--- src/hdl/vvs_pkg.sv ---
`timescale 1ns / 1ps
package vvs_pkg;

  localparam int unsigned VvsDepth = 65536;

  localparam int unsigned IdxW    = 49;
  localparam int unsigned CfgAddrW = 5;
  localparam int unsigned CfgDataW = 32;

  localparam logic [15:0] VoxPerUmRst  = 16'h0100;
  localparam logic [3:0]  EmptyStateRst = 4'h0;
  localparam logic [7:0]  DistMax       = 8'hFF;

  typedef enum logic [1:0] {
    FUNC_READ  = 2'd0,
    FUNC_WRITE = 2'd1,
    FUNC_COMP  = 2'd2,
    FUNC_RSVD  = 2'd3
  } func_e;

  typedef enum logic [2:0] {
    REG_DIM_X   = 3'd0,
    REG_DIM_Y   = 3'd1,
    REG_DIM_Z   = 3'd2,
    REG_VOX_UM  = 3'd3,
    REG_BLACK   = 3'd4,
    REG_OOB     = 3'd5,
    REG_EMPTY   = 3'd6,
    REG_NONE    = 3'd7
  } reg_e;

  typedef struct packed {
    logic [15:0] dim_x;
    logic [15:0] dim_y;
    logic [15:0] dim_z;
    logic [15:0] vox_per_um;
    logic [3:0]  black_state;
    logic [3:0]  oob_state;
    logic [3:0]  empty_state;
  } cfg_t;

  typedef struct packed {
    logic [3:0]  state;
    logic [7:0]  edge_vox;
    logic [63:0] parent;
  } entry_t;

  typedef struct packed {
    logic clear;
    logic load;
    logic mul1;
    logic mul2;
    logic sum;
    logic read;
    logic update;
  } cmd_t;

  typedef struct packed {
    logic clear_last;
  } stat_t;

endpackage

--- src/hdl/vvs_ctrl.sv ---
`timescale 1ns / 1ps
module vvs_ctrl (
  input  logic           clk_i,
  input  logic           rst_ni,
  input  logic           start,
  output logic           busy,
  input  vvs_pkg::stat_t stat_i,
  output vvs_pkg::cmd_t  cmd_o
);
  import vvs_pkg::*;

  typedef enum logic [6:0] {
    ST_CLEAR  = 7'b0000001,
    ST_IDLE   = 7'b0000010,
    ST_MUL1   = 7'b0000100,
    ST_MUL2   = 7'b0001000,
    ST_SUM    = 7'b0010000,
    ST_READ   = 7'b0100000,
    ST_UPDATE = 7'b1000000
  } state_e;

  state_e state_q, state_d;

  always_ff @(posedge clk_i or negedge rst_ni) begin
    if (!rst_ni) begin
      state_q <= ST_CLEAR;
    end else begin
      state_q <= state_d;
    end
  end

  always_comb begin
    state_d = state_q;
    unique case (state_q)
      ST_CLEAR:  if (stat_i.clear_last) state_d = ST_IDLE;
      ST_IDLE:   if (start) state_d = ST_MUL1;
      ST_MUL1:   state_d = ST_MUL2;
      ST_MUL2:   state_d = ST_SUM;
      ST_SUM:    state_d = ST_READ;
      ST_READ:   state_d = ST_UPDATE;
      ST_UPDATE: state_d = ST_IDLE;
      default:   state_d = ST_CLEAR;
    endcase
  end

  assign busy = (state_q != ST_IDLE);

  assign cmd_o.clear  = (state_q == ST_CLEAR);
  assign cmd_o.load   = (state_q == ST_IDLE) && start;
  assign cmd_o.mul1   = (state_q == ST_MUL1);
  assign cmd_o.mul2   = (state_q == ST_MUL2);
  assign cmd_o.sum    = (state_q == ST_SUM);
  assign cmd_o.read   = (state_q == ST_READ);
  assign cmd_o.update = (state_q == ST_UPDATE);

endmodule

--- config.mk ---
export PLATFORM = sky130hd
export DESIGN_NAME = vvs_ctrl
export DESIGN_NICKNAME = d
export VERILOG_FILES = /design/src/hdl/vvs_pkg.sv /design/src/hdl/vvs_ctrl.sv
export SDC_FILE = /design/constraint.sdc
export NUM_CORES = 1
export LEC_CHECK = 0
export ABC_AREA = 1
export BUFFER_PORTS_ARGS = -buffer_cell sky130_fd_sc_hd__buf_4
export CORE_MARGIN = 2
export CORE_UTILIZATION = 25
export DETAILED_ROUTE_END_ITERATION = 12
export GPL_TIMING_DRIVEN = 1
export SYNTH_ARGS = -nofsm -noshare
export SYNTH_HDL_FRONTEND = slang
export SYNTH_SLANG_ARGS = --single-unit
--- constraint.sdc ---
create_clock -name clk_i -period 1.12 [get_ports clk_i]
set_input_delay 0.056 -clock clk_i [delete_from_list [all_inputs] [get_ports clk_i]]
set_output_delay 0.056 -clock clk_i [all_outputs]
set_load 0.03 [all_outputs]
==> results.toml <==
[layout]
finalNetCount = 94
antenna_cells = 0
largest_register_ffs = 7
layout.cells.most_common = "sky130_fd_sc_hd__buf_4"
top_flop_regs = "state_q: 7 flops"
layout_common_cells = "sky130_fd_sc_hd__buf_4 (15), sky130_fd_sc_hd__nand2_1 (11), sky130_fd_sc_hd__inv_2 (10), sky130_fd_sc_hd__buf_6 (10)"
final_util = 0.4927
area_growth_pct = 79.06
top_register = "state_q"
layout.cells.non_filler = 105
share_of_layout_cells_above_drive_strength_1 = 0.6292

[sta]
report.final.hold_viol_count = 0
rsz0062_at_grt = "true"
final.setup.worst_slack_ns = -0.2307
timing.fmax_mhz = 740.4
slew_headroom = 0.8422
fin_worst_skew_ns = 0.009223
final_max_slew_viol_count = 0
min_cycle_time_layout_ns = 1.351
worst_pin_slew_ns = 0.2367
layout_worst_path_cycle_share = 1.206
timing.final.setup_violations = 11
totalNegativeSetupSlack_ns = -1.761

[place]
detailedPlace.worstSlack_ns = -0.08298
buffer_ports.inserted = 11
place_inst = 91
dpl.hpwl_um = 747.7
globalplace.congestion = 0.7933

[setup_path]
critPathCaptureType = "primary output"
crit_path_start_kind = "flip-flop"
cp_cell_sequence = "inv_2 -> nand2_4 -> nor2_4 -> nand2_2 -> buf_6 -> inv_2 -> buf_6"
worst_path_largest_cell_delay_ns = 0.39
worst-endpoint-arrival_ns = 1.29
worst_ep_required_time_ns = 1.06
path_max_fanout = 3
ws_path_type = "flip-flop to primary output"
crit_path_top_delay_cell = "sky130_fd_sc_hd__dfrtp_1"

[clock_network]
cts_buffers = 3
h-tree-depth = 1
cts.reportedPaths.clkPinSlew_ns = 0.06
cts_tree = "done"
latest_clock_arrival_within_the_worst_skew_pair_ns = 0.26
cts.root.buffer_cell = "sky130_fd_sc_hd__clkbuf_4"
cts-root-to-sink-buffers = 2
clkSinkCount = 7

[grt]
grt_first_pass_wirelength_um = 1656
initial_antenna_violation_count = 0
grt_start_max_net_pins = 8
global_route.usage.total = 0.1215
global_route.overflow_total = 0
first_global_vias = 413

[synthesis]
postSynthRegisterBits = 7
synthDominantAreaCellType = "sky130_fd_sc_hd__dfrtp_1"
synthesis.yosys.warnings = 0
mappedNetlistNets = 64
sequential_to_total_area_share_from_yosys_stat = 0.4159
postSynthAreaPerCell_um2 = 7.069
share_of_the_synthesized_area_in_the_top_cell_type = 0.3540
synth_cell_types = 16
netlist_instances = 60
yosys-top-cells-area = "sky130_fd_sc_hd__dfrtp_1 (35%), sky130_fd_sc_hd__nand2_1 (12%), sky130_fd_sc_hd__inv_1 (11%), sky130_fd_sc_hd__nor2_1 (7.1%), sky130_fd_sc_hd__dfstp_2 (6.2%)"
cell_area_synth_um2 = 424.2

[die]
die_w_um = 45.19
initial_utilization = 0.2752
die_height_um = 45.19
boundaryPins = 12
fp.coreArea_mm2 = 0.001541
rows = 14
floorplan.die_area_mm2 = 0.002042

[outcome]
violations = "setup timing"
outcome = "complete, but fails checks"

[route]
detailroute.via_count = 443
detail-route-antenna-nets = 0
post-route-drc-count = 0
dr.pass1.iters = 3
routed_via_density = 4.219
starting_drc_count_in_detailed_routing = 3
routed_wire_length_per_instance_um = 9.790
routed_wirelength_um = 1028

[power_and_ir_drop]
power.total_mw = 1.408
power.density_cell_area_mw_per_mm2 = 1854
cellLeakagePower_nw = 0.4499
peakVddDrop_uv = 1091

[run]
cap_viol_max_count = 0

[worst_hold_path]
hold_path_class = "input pin to flip-flop"
==> logic make-up after synthesis <==
kind of cell / share of synthesized area
AND/OR/NAND/NOR: 0.4071
flip-flops: 0.4159
buffers and inverters: 0.1593
AO/OA/AOI/OAI: 0.01771
==> metal layers <==
metal,vias up,wire (µm),global-route usage
met5,-,0,0
met2,10,516,0.1829
met4,0,19,0.07059
met1,200,436,0.1383
met3,2,54,0.06000
li1,231,-,-
==> Yosys cell counts (all sizes together) <==
cell,instances
dfrtp,6
or2,1
nand3,1
dfstp,1
nand2,18
nor3,4
inv,16
nor2,11
buf,1
o21a,1
==> metrics by stage <==
stage | area (µm²) | hold slack [ns]
final | 759.5 | 0.05151
after global routing | 759.5 | 0.04905
after CTS | 691.9 | 0.03960
after detailed placement | 573.1 | -0.1236
after global placement | 573.1 | -0.1258
after floorplan | 440.4 | -0.2396
==> cell type report <==
class                      count  area [µm²]
fill                         169       782.0
multi-input combinational     36       241.5
timing repair buffer          26       235.2
sequential                     7       176.4
inverter                      16       60.06
clock buffer                   4       26.28
tap                           16       20.02
==> power breakdown <==
part           internal [mW]  switching, mW
logic                  0.384          0.442
clock network          0.137          0.102
registers              0.313         0.0293
total                  0.834          0.574
==> timing repair <==
action / 4_1_cts / 5_1_grt
setup endpoints to repair: 10 / 11
resized for setup: 13 / 13
pin swaps: 9 / 7
hold endpoints to repair: 7 / 0
hold buffers: 1 / 0
buffers inserted: 6 / 3
==> worst paths after layout <==
check                                 from         end  slack [ns]  depth (start not counted)
worst max register to register  state_q[4]  state_q[1]       -0.22                          7
worst min register to register  state_q[3]  state_q[4]        0.64                          2
min in group asynchronous           rst_ni  state_q[4]        0.15                          2
max in group asynchronous           rst_ni  state_q[0]        0.75                          2
worst max-delay path            state_q[4]    cmd_o[6]       -0.23                          7
worst min-delay path                stat_i  state_q[0]        0.05                          3
==> worst max-delay path, delay by kind of cell, from the launching register on <==
kind	cells	cell delay, ns
buffers and inverters	4	0.36
DFF	1	0.39
and+or+nand+nor	3	0.28
(Power assumes the default switching activity.)
