## config.mk

```make
export PLATFORM = sky130hd
export DESIGN_NAME = vvs_cfg
export DESIGN_NICKNAME = d
export VERILOG_FILES = /design/src/hdl/vvs_pkg.sv /design/src/hdl/vvs_cfg.sv
export SDC_FILE = /design/constraint.sdc
export NUM_CORES = 1
export LEC_CHECK = 0
export BUFFER_PORTS_ARGS = -buffer_cell sky130_fd_sc_hd__clkbuf_2
export CAP_MARGIN = 40
export CELL_PAD_IN_SITES_DETAIL_PLACEMENT = 0
export CELL_PAD_IN_SITES_GLOBAL_PLACEMENT = 1
export CORE_UTILIZATION = 35
export CTS_CLUSTER_DIAMETER = 150
export DETAILED_ROUTE_END_ITERATION = 10
export GPL_ROUTABILITY_DRIVEN = 0
export GPL_TIMING_DRIVEN = 1
export PLACE_DENSITY = 0.82
export SLEW_MARGIN = 20
export SYNTH_ARGS = -nofsm -noshare
export SYNTH_HDL_FRONTEND = slang
export SYNTH_SLANG_ARGS = --single-unit
```

## constraint.sdc

```tcl
create_clock -name clk_i -period 0.93 [get_ports clk_i]
set_clock_uncertainty 0.05 [all_clocks]
set_input_delay 0 -clock clk_i [delete_from_list [all_inputs] [get_ports clk_i]]
set_output_delay 0 -clock clk_i [all_outputs]
set_load 0.03 [all_outputs]
```

## src/hdl/vvs_pkg.sv

```systemverilog
`timescale 1ns / 1ps
package vvs_pkg;

  localparam int unsigned VvsDepth = 65536;

  localparam int unsigned IdxW    = 49;
  localparam int unsigned CfgAddrW = 5;
  localparam int unsigned CfgDataW = 32;

  localparam logic [15:0] VoxPerUmRst  = 16'h0100;
  localparam logic [3:0]  EmptyStateRst = 4'h0;
  localparam logic [7:0]  DistMax       = 8'hFF;

  typedef enum logic [1:0] {
    FUNC_READ  = 2'd0,
    FUNC_WRITE = 2'd1,
    FUNC_COMP  = 2'd2,
    FUNC_RSVD  = 2'd3
  } func_e;

  typedef enum logic [2:0] {
    REG_DIM_X   = 3'd0,
    REG_DIM_Y   = 3'd1,
    REG_DIM_Z   = 3'd2,
    REG_VOX_UM  = 3'd3,
    REG_BLACK   = 3'd4,
    REG_OOB     = 3'd5,
    REG_EMPTY   = 3'd6,
    REG_NONE    = 3'd7
  } reg_e;

  typedef struct packed {
    logic [15:0] dim_x;
    logic [15:0] dim_y;
    logic [15:0] dim_z;
    logic [15:0] vox_per_um;
    logic [3:0]  black_state;
    logic [3:0]  oob_state;
    logic [3:0]  empty_state;
  } cfg_t;

  typedef struct packed {
    logic [3:0]  state;
    logic [7:0]  edge_vox;
    logic [63:0] parent;
  } entry_t;

  typedef struct packed {
    logic clear;
    logic load;
    logic mul1;
    logic mul2;
    logic sum;
    logic read;
    logic update;
  } cmd_t;

  typedef struct packed {
    logic clear_last;
  } stat_t;

endpackage

```

## src/hdl/vvs_cfg.sv

```systemverilog
`timescale 1ns / 1ps
module vvs_cfg (
  input  logic                          clk_i,
  input  logic                          rst_ni,
  input  logic                          psel,
  input  logic                          penable,
  input  logic                          pwrite,
  input  logic [vvs_pkg::CfgAddrW-1:0]  paddr,
  input  logic [vvs_pkg::CfgDataW-1:0]  pwdata,
  output logic [vvs_pkg::CfgDataW-1:0]  prdata,
  output logic                          pready,
  output vvs_pkg::cfg_t                 cfg_o
);
  import vvs_pkg::*;

  cfg_t cfg_q;
  reg_e sel;
  logic wr_en;

  assign sel    = reg_e'(paddr[CfgAddrW-1:2]);
  assign wr_en  = psel && penable && pwrite;
  assign pready = 1'b1;
  assign cfg_o  = cfg_q;

  always_ff @(posedge clk_i or negedge rst_ni) begin
    if (!rst_ni) begin
      cfg_q.dim_x       <= '0;
      cfg_q.dim_y       <= '0;
      cfg_q.dim_z       <= '0;
      cfg_q.vox_per_um  <= VoxPerUmRst;
      cfg_q.black_state <= '0;
      cfg_q.oob_state   <= '0;
      cfg_q.empty_state <= EmptyStateRst;
    end else if (wr_en) begin
      unique case (sel)
        REG_DIM_X:  cfg_q.dim_x       <= pwdata[15:0];
        REG_DIM_Y:  cfg_q.dim_y       <= pwdata[15:0];
        REG_DIM_Z:  cfg_q.dim_z       <= pwdata[15:0];
        REG_VOX_UM: cfg_q.vox_per_um  <= pwdata[15:0];
        REG_BLACK:  cfg_q.black_state <= pwdata[3:0];
        REG_OOB:    cfg_q.oob_state   <= pwdata[3:0];
        REG_EMPTY:  cfg_q.empty_state <= pwdata[3:0];
        default: ;
      endcase
    end
  end

  always_comb begin
    prdata = '0;
    unique case (sel)
      REG_DIM_X:  prdata = {16'h0, cfg_q.dim_x};
      REG_DIM_Y:  prdata = {16'h0, cfg_q.dim_y};
      REG_DIM_Z:  prdata = {16'h0, cfg_q.dim_z};
      REG_VOX_UM: prdata = {16'h0, cfg_q.vox_per_um};
      REG_BLACK:  prdata = {28'h0, cfg_q.black_state};
      REG_OOB:    prdata = {28'h0, cfg_q.oob_state};
      REG_EMPTY:  prdata = {28'h0, cfg_q.empty_state};
      default:    prdata = '0;
    endcase
  end

endmodule

```

==> tab_implementation.tex <==
\begin{tabular}{lr}
\hline
Metric & Value \\
\hline
\multicolumn{2}{l}{\textbf{Clock network}} \\
\quad Skew-Pair Late Insertion Delay & roughly 0.36 ns \\
\quad Maximum buffer depth of the clock tree & 2 \\
\quad Clock slew at the register clock pins of the worst setup and hold paths & approximately 0.090 ns \\
\quad TritonCTS clock tree & done \\
\quad Number of clock sinks & between 70 and 80 \\
\quad Total clock buffers created by CTS & 9 \\
\quad Level count of the clock H-tree & 3 \\
\quad CTS root buf & sky130\_fd\_sc\_hd\_\_clkbuf\_8 \\
\multicolumn{2}{l}{\textbf{Layout}} \\
\quad Number of flip-flops under the largest register name & 76 \\
\quad Layout-stage area growth over the synthesis result & 99.1\% \\
\quad Final antenna diode count & 0 \\
\quad Final Net Count & 540 \\
\quad Fraction of final layout cells sized beyond drive strength 1 & between 80\% and 90\% \\
\quad Final Instance Count excl. Fillers & 639 \\
\quad Final std cell area, no fill & 0.00751 mm\^{}2 \\
\multicolumn{2}{l}{\textbf{Yosys}} \\
\quad Multiplexer share of the synthesized area & 34.0\% \\
\quad Ys Warns & 0 \\
\quad Yosys reg bits & 76 \\
\quad Syn Inst Count & 247 \\
\quad Synthesized-area fraction occupied by adder cells & 0\% \\
\quad Count of cell types in the netlist & 31 \\
\quad Largest family of logic cells by synthesized area & multiplexers \\
\quad Average cell area after synthesis & 15.3 um\^{}2 \\
\quad Synthesized area & $\sim$0.0038 mm\^{}2 \\
\quad Post-synthesis compound-gate area fraction & under 10\% \\
\quad Simple-Gate Fraction of Synth Area & 6.80\% \\
\quad Xor/xnor share of the synthesized area & 0\% \\
\quad Share of the yosys chip area belonging to registers & 50.4\% \\
\multicolumn{2}{l}{\textbf{Timing}} \\
\quad Max-slew violation total from the final report & 0 \\
\quad RSZ-0062 raised after global routing & yes \\
\quad Final period utilization & 172\% \\
\quad Hold Slack & 0.0563 ns \\
\quad Final hold violations & 0 \\
\quad Setup violation total in the final timing report & 165 \\
\quad Final Worst Setup Slack & -0.673 ns \\
\quad Post-route minimum period & 1.60 ns \\
\quad Achievable clock frequency & just over 600 MHz \\
\multicolumn{2}{l}{\textbf{Die}} \\
\quad Initial Util & between 30\% and 40\% \\
\quad Y dimension of the die & $\sim$110 um \\
\quad Site Rows & 37 \\
\quad Die span in x & 106 um \\
\quad Placeable core region & 0.0104 mm\^{}2 \\
\quad Area of the die & between 0.01 and 0.015 mm\^{}2 \\
\quad I/O pin cnt & 151 \\
\multicolumn{2}{l}{\textbf{Hold path}} \\
\quad Class of the tightest hold or removal check & primary input to async pin \\
\multicolumn{2}{l}{\textbf{Place}} \\
\quad Detailed Place HPWL & 8030 um \\
\quad Buffers added on ports & 115 \\
\quad Post-placement cell area & 0.00564 mm\^{}2 \\
\quad Total instance count after detailed placement & 587 \\
\multicolumn{2}{l}{\textbf{Setup path}} \\
\quad Critical path class & register to primary output \\
\quad Critical Path AT & about 1.6 ns \\
\quad Type of destination of the critical path & primary output \\
\quad Crit Path Max Fanout & 2 \\
\quad Nature of the critical path startpoint & register \\
\quad RR Endpoint & cfg\_o[17] \\
\quad Critical Path RT & 0.88 ns \\
\quad Flop-to-flop setup slack & -0.24 ns \\
\quad Worst-case reg-to-reg path depth & 4 \\
\quad Launch point of the worst reg-to-reg path & cfg\_o[17] \\
\multicolumn{2}{l}{\textbf{Outcome}} \\
\quad Failing checks & setup timing \\
\quad Run status & complete, but fails checks \\
\multicolumn{2}{l}{\textbf{Drt}} \\
\quad Routed length per instance & 20.3 um \\
\quad DRC violations left & 0 \\
\quad Initial drt markers & 80 \\
\quad Detail Route Antenna Nets & 0 \\
\quad Number of vias per cell after detailed routing & 4.83 \\
\quad Routed wire length & 13000 um \\
\quad Detailed-route via count & 3084 \\
\quad Drt pass-1 iters & 5 \\
\multicolumn{2}{l}{\textbf{Global route}} \\
\quad Pin count of the biggest net entering global routing & 29 \\
\quad First-pass GRT wire length & 19700 um \\
\quad Overall Global Routing Usage & 23.7\% \\
\quad Number of antenna violations at the first check in global routing & 0 \\
\quad Overall overflow remaining after global route & 0 \\
\quad Via count of the first global-routing pass & 3449 \\
\multicolumn{2}{l}{\textbf{Power and ir drop}} \\
\quad Static leakage & 3.46 nW \\
\quad PwrDens & about 2100 mW/mm\^{}2 \\
\quad Post-layout power & approximately 0.016 W \\
\quad Largest voltage drop on the vdd net & about 0.95 mV \\
\multicolumn{2}{l}{\textbf{Run}} \\
\quad Number of maximum-capacitance constraint violations & 0 \\
\hline
\end{tabular}
==> Yosys cell counts <==
cell	number	area share, %
sky130_fd_sc_hd__a21o_1	1	0.20
sky130_fd_sc_hd__a221oi_1	2	0.46
sky130_fd_sc_hd__buf_1	1	0.099
sky130_fd_sc_hd__buf_12	2	1.1
sky130_fd_sc_hd__buf_2	1	0.13
sky130_fd_sc_hd__buf_4	19	3.8
sky130_fd_sc_hd__buf_6	4	1.2
sky130_fd_sc_hd__clkbuf_1	2	0.20
sky130_fd_sc_hd__conb_1	2	0.20
sky130_fd_sc_hd__dfrtp_1	75	50
sky130_fd_sc_hd__dfstp_2	1	0.70
sky130_fd_sc_hd__mux2_1	8	2.4
sky130_fd_sc_hd__mux2_2	70	21
sky130_fd_sc_hd__mux2i_1	10	2.7
sky130_fd_sc_hd__mux4_1	9	6.3
sky130_fd_sc_hd__mux4_2	3	1.8
sky130_fd_sc_hd__nand2_1	1	0.099
sky130_fd_sc_hd__nand2b_1	2	0.33
sky130_fd_sc_hd__nand3b_1	4	0.80
sky130_fd_sc_hd__nand4_4	1	0.56
sky130_fd_sc_hd__nand4b_4	1	0.63
sky130_fd_sc_hd__nor2_1	4	0.40
sky130_fd_sc_hd__nor2_4	2	0.60
sky130_fd_sc_hd__nor2_8	2	1.1
sky130_fd_sc_hd__nor2b_1	13	2.2
sky130_fd_sc_hd__o211a_1	2	0.53
sky130_fd_sc_hd__o211ai_2	1	0.33
sky130_fd_sc_hd__o21ai_0	1	0.13
sky130_fd_sc_hd__o221a_1	1	0.30
sky130_fd_sc_hd__o22ai_1	1	0.17
sky130_fd_sc_hd__or2_1	1	0.17
==> metrics by stage <==
step	util (%)	setup TNS [ns]	setup slack, ns
2_1_floorplan	-	-12.93	-0.235
3_3_place_gp	54.4	-31.00	-0.393
3_5_place_dp	54.4	-31.85	-0.404
4_1_cts	69.8	-25.55	-0.673
5_1_grt	72.4	-30.00	-0.706
6_report	72.4	-26.32	-0.673
==> critical path, stage by stage (launching register included) <==
cell                      delay, ns
sky130_fd_sc_hd__dfrtp_2       0.42
sky130_fd_sc_hd__mux4_2        0.47
sky130_fd_sc_hd__nor2b_4       0.15
sky130_fd_sc_hd__buf_8         0.14
==> final cells by class <==
class / instances / area (um^2)
clock buffers: 12 / 155
repair buffers: 254 / 3070
fillers: 636 / 2860
well taps: 136 / 170
flip-flops and latches: 76 / 1990
clock inverters: 4 / 95.1
multi-input cells: 157 / 2030
==> cells by family (layout without fill, tap and decap cells) <==
group / count (synthesis) / count (layout)
multiplexers: 100 / 100
flip-flops: 76 / 76
AND/OR/NAND/NOR: 31 / 31
buffers and inverters: 29 / 270
AO/OA/AOI/OAI: 9 / 9
other: 2 / 17
==> per-layer routing <==
layer | routed length (um) | global-route usage, % | part of all wire (%)
met1 | 5220 | 27.8 | 40
met2 | 7000 | 43.6 | 54
met3 | 569 | 4.70 | 4.4
met4 | 162 | 6.55 | 1.3
met5 | 0 | 0 | 0
==> power by group <==
part | switching, W | internal [W] | leakage [nW] | total, W
Sequential | 0.000503 | 0.00407 | 0.875 | 0.00457
Clock | 0.00127 | 0.00193 | 0.127 | 0.00319
Combinational | 0.00347 | 0.00473 | 2.45 | 0.00820
==> placed cells by master (no fill, tap or decap), types with 2 or more instances in the layout <==
cell type / synthesis / layout
sky130_fd_sc_hd__dlygate4sd3_1: 0 / 17
sky130_fd_sc_hd__nand3b_1: 4 / 4
sky130_fd_sc_hd__buf_4: 19 / 19
sky130_fd_sc_hd__nor2b_4: 0 / 12
sky130_fd_sc_hd__dfrtp_1: 75 / 3
sky130_fd_sc_hd__o211a_1: 2 / 2
sky130_fd_sc_hd__bufinv_16: 0 / 3
sky130_fd_sc_hd__nor2_8: 2 / 2
sky130_fd_sc_hd__dfrtp_2: 0 / 72
sky130_fd_sc_hd__mux4_2: 3 / 12
sky130_fd_sc_hd__buf_12: 2 / 9
sky130_fd_sc_hd__mux2_4: 0 / 59
sky130_fd_sc_hd__mux2i_1: 10 / 10
sky130_fd_sc_hd__a221oi_4: 0 / 2
sky130_fd_sc_hd__clkbuf_2: 0 / 21
sky130_fd_sc_hd__buf_8: 0 / 89
sky130_fd_sc_hd__nor2_4: 2 / 4
sky130_fd_sc_hd__buf_6: 4 / 96
sky130_fd_sc_hd__clkbuf_8: 0 / 13
sky130_fd_sc_hd__mux2_2: 70 / 19
sky130_fd_sc_hd__conb_1: 2 / 17
==> how the worst max path moves through the flow <==
stage	endpoint	from	slack, ns	cells after the start
floorplan	prdata[2]	cfg_o[6]	-0.24	3
global placement	prdata[10]	paddr[2]	-0.39	5
detailed placement	cfg_o[28]	paddr[2]	-0.40	5
CTS	prdata[10]	cfg_o[22]	-0.67	3
global route	prdata[8]	cfg_o[36]	-0.71	3
finish	prdata[8]	cfg_o[52]	-0.67	3
==> timing repair <==
action,CTS,global route
hold buffers,17,0
gates cloned,0,1
resized for setup,266,133
hold endpoints to repair,152,0
endpoints found under the setup margin,167,168
setup buffers,15,33
pin swaps,2,2
No activity file was read; power rests on OpenSTA's default activity.
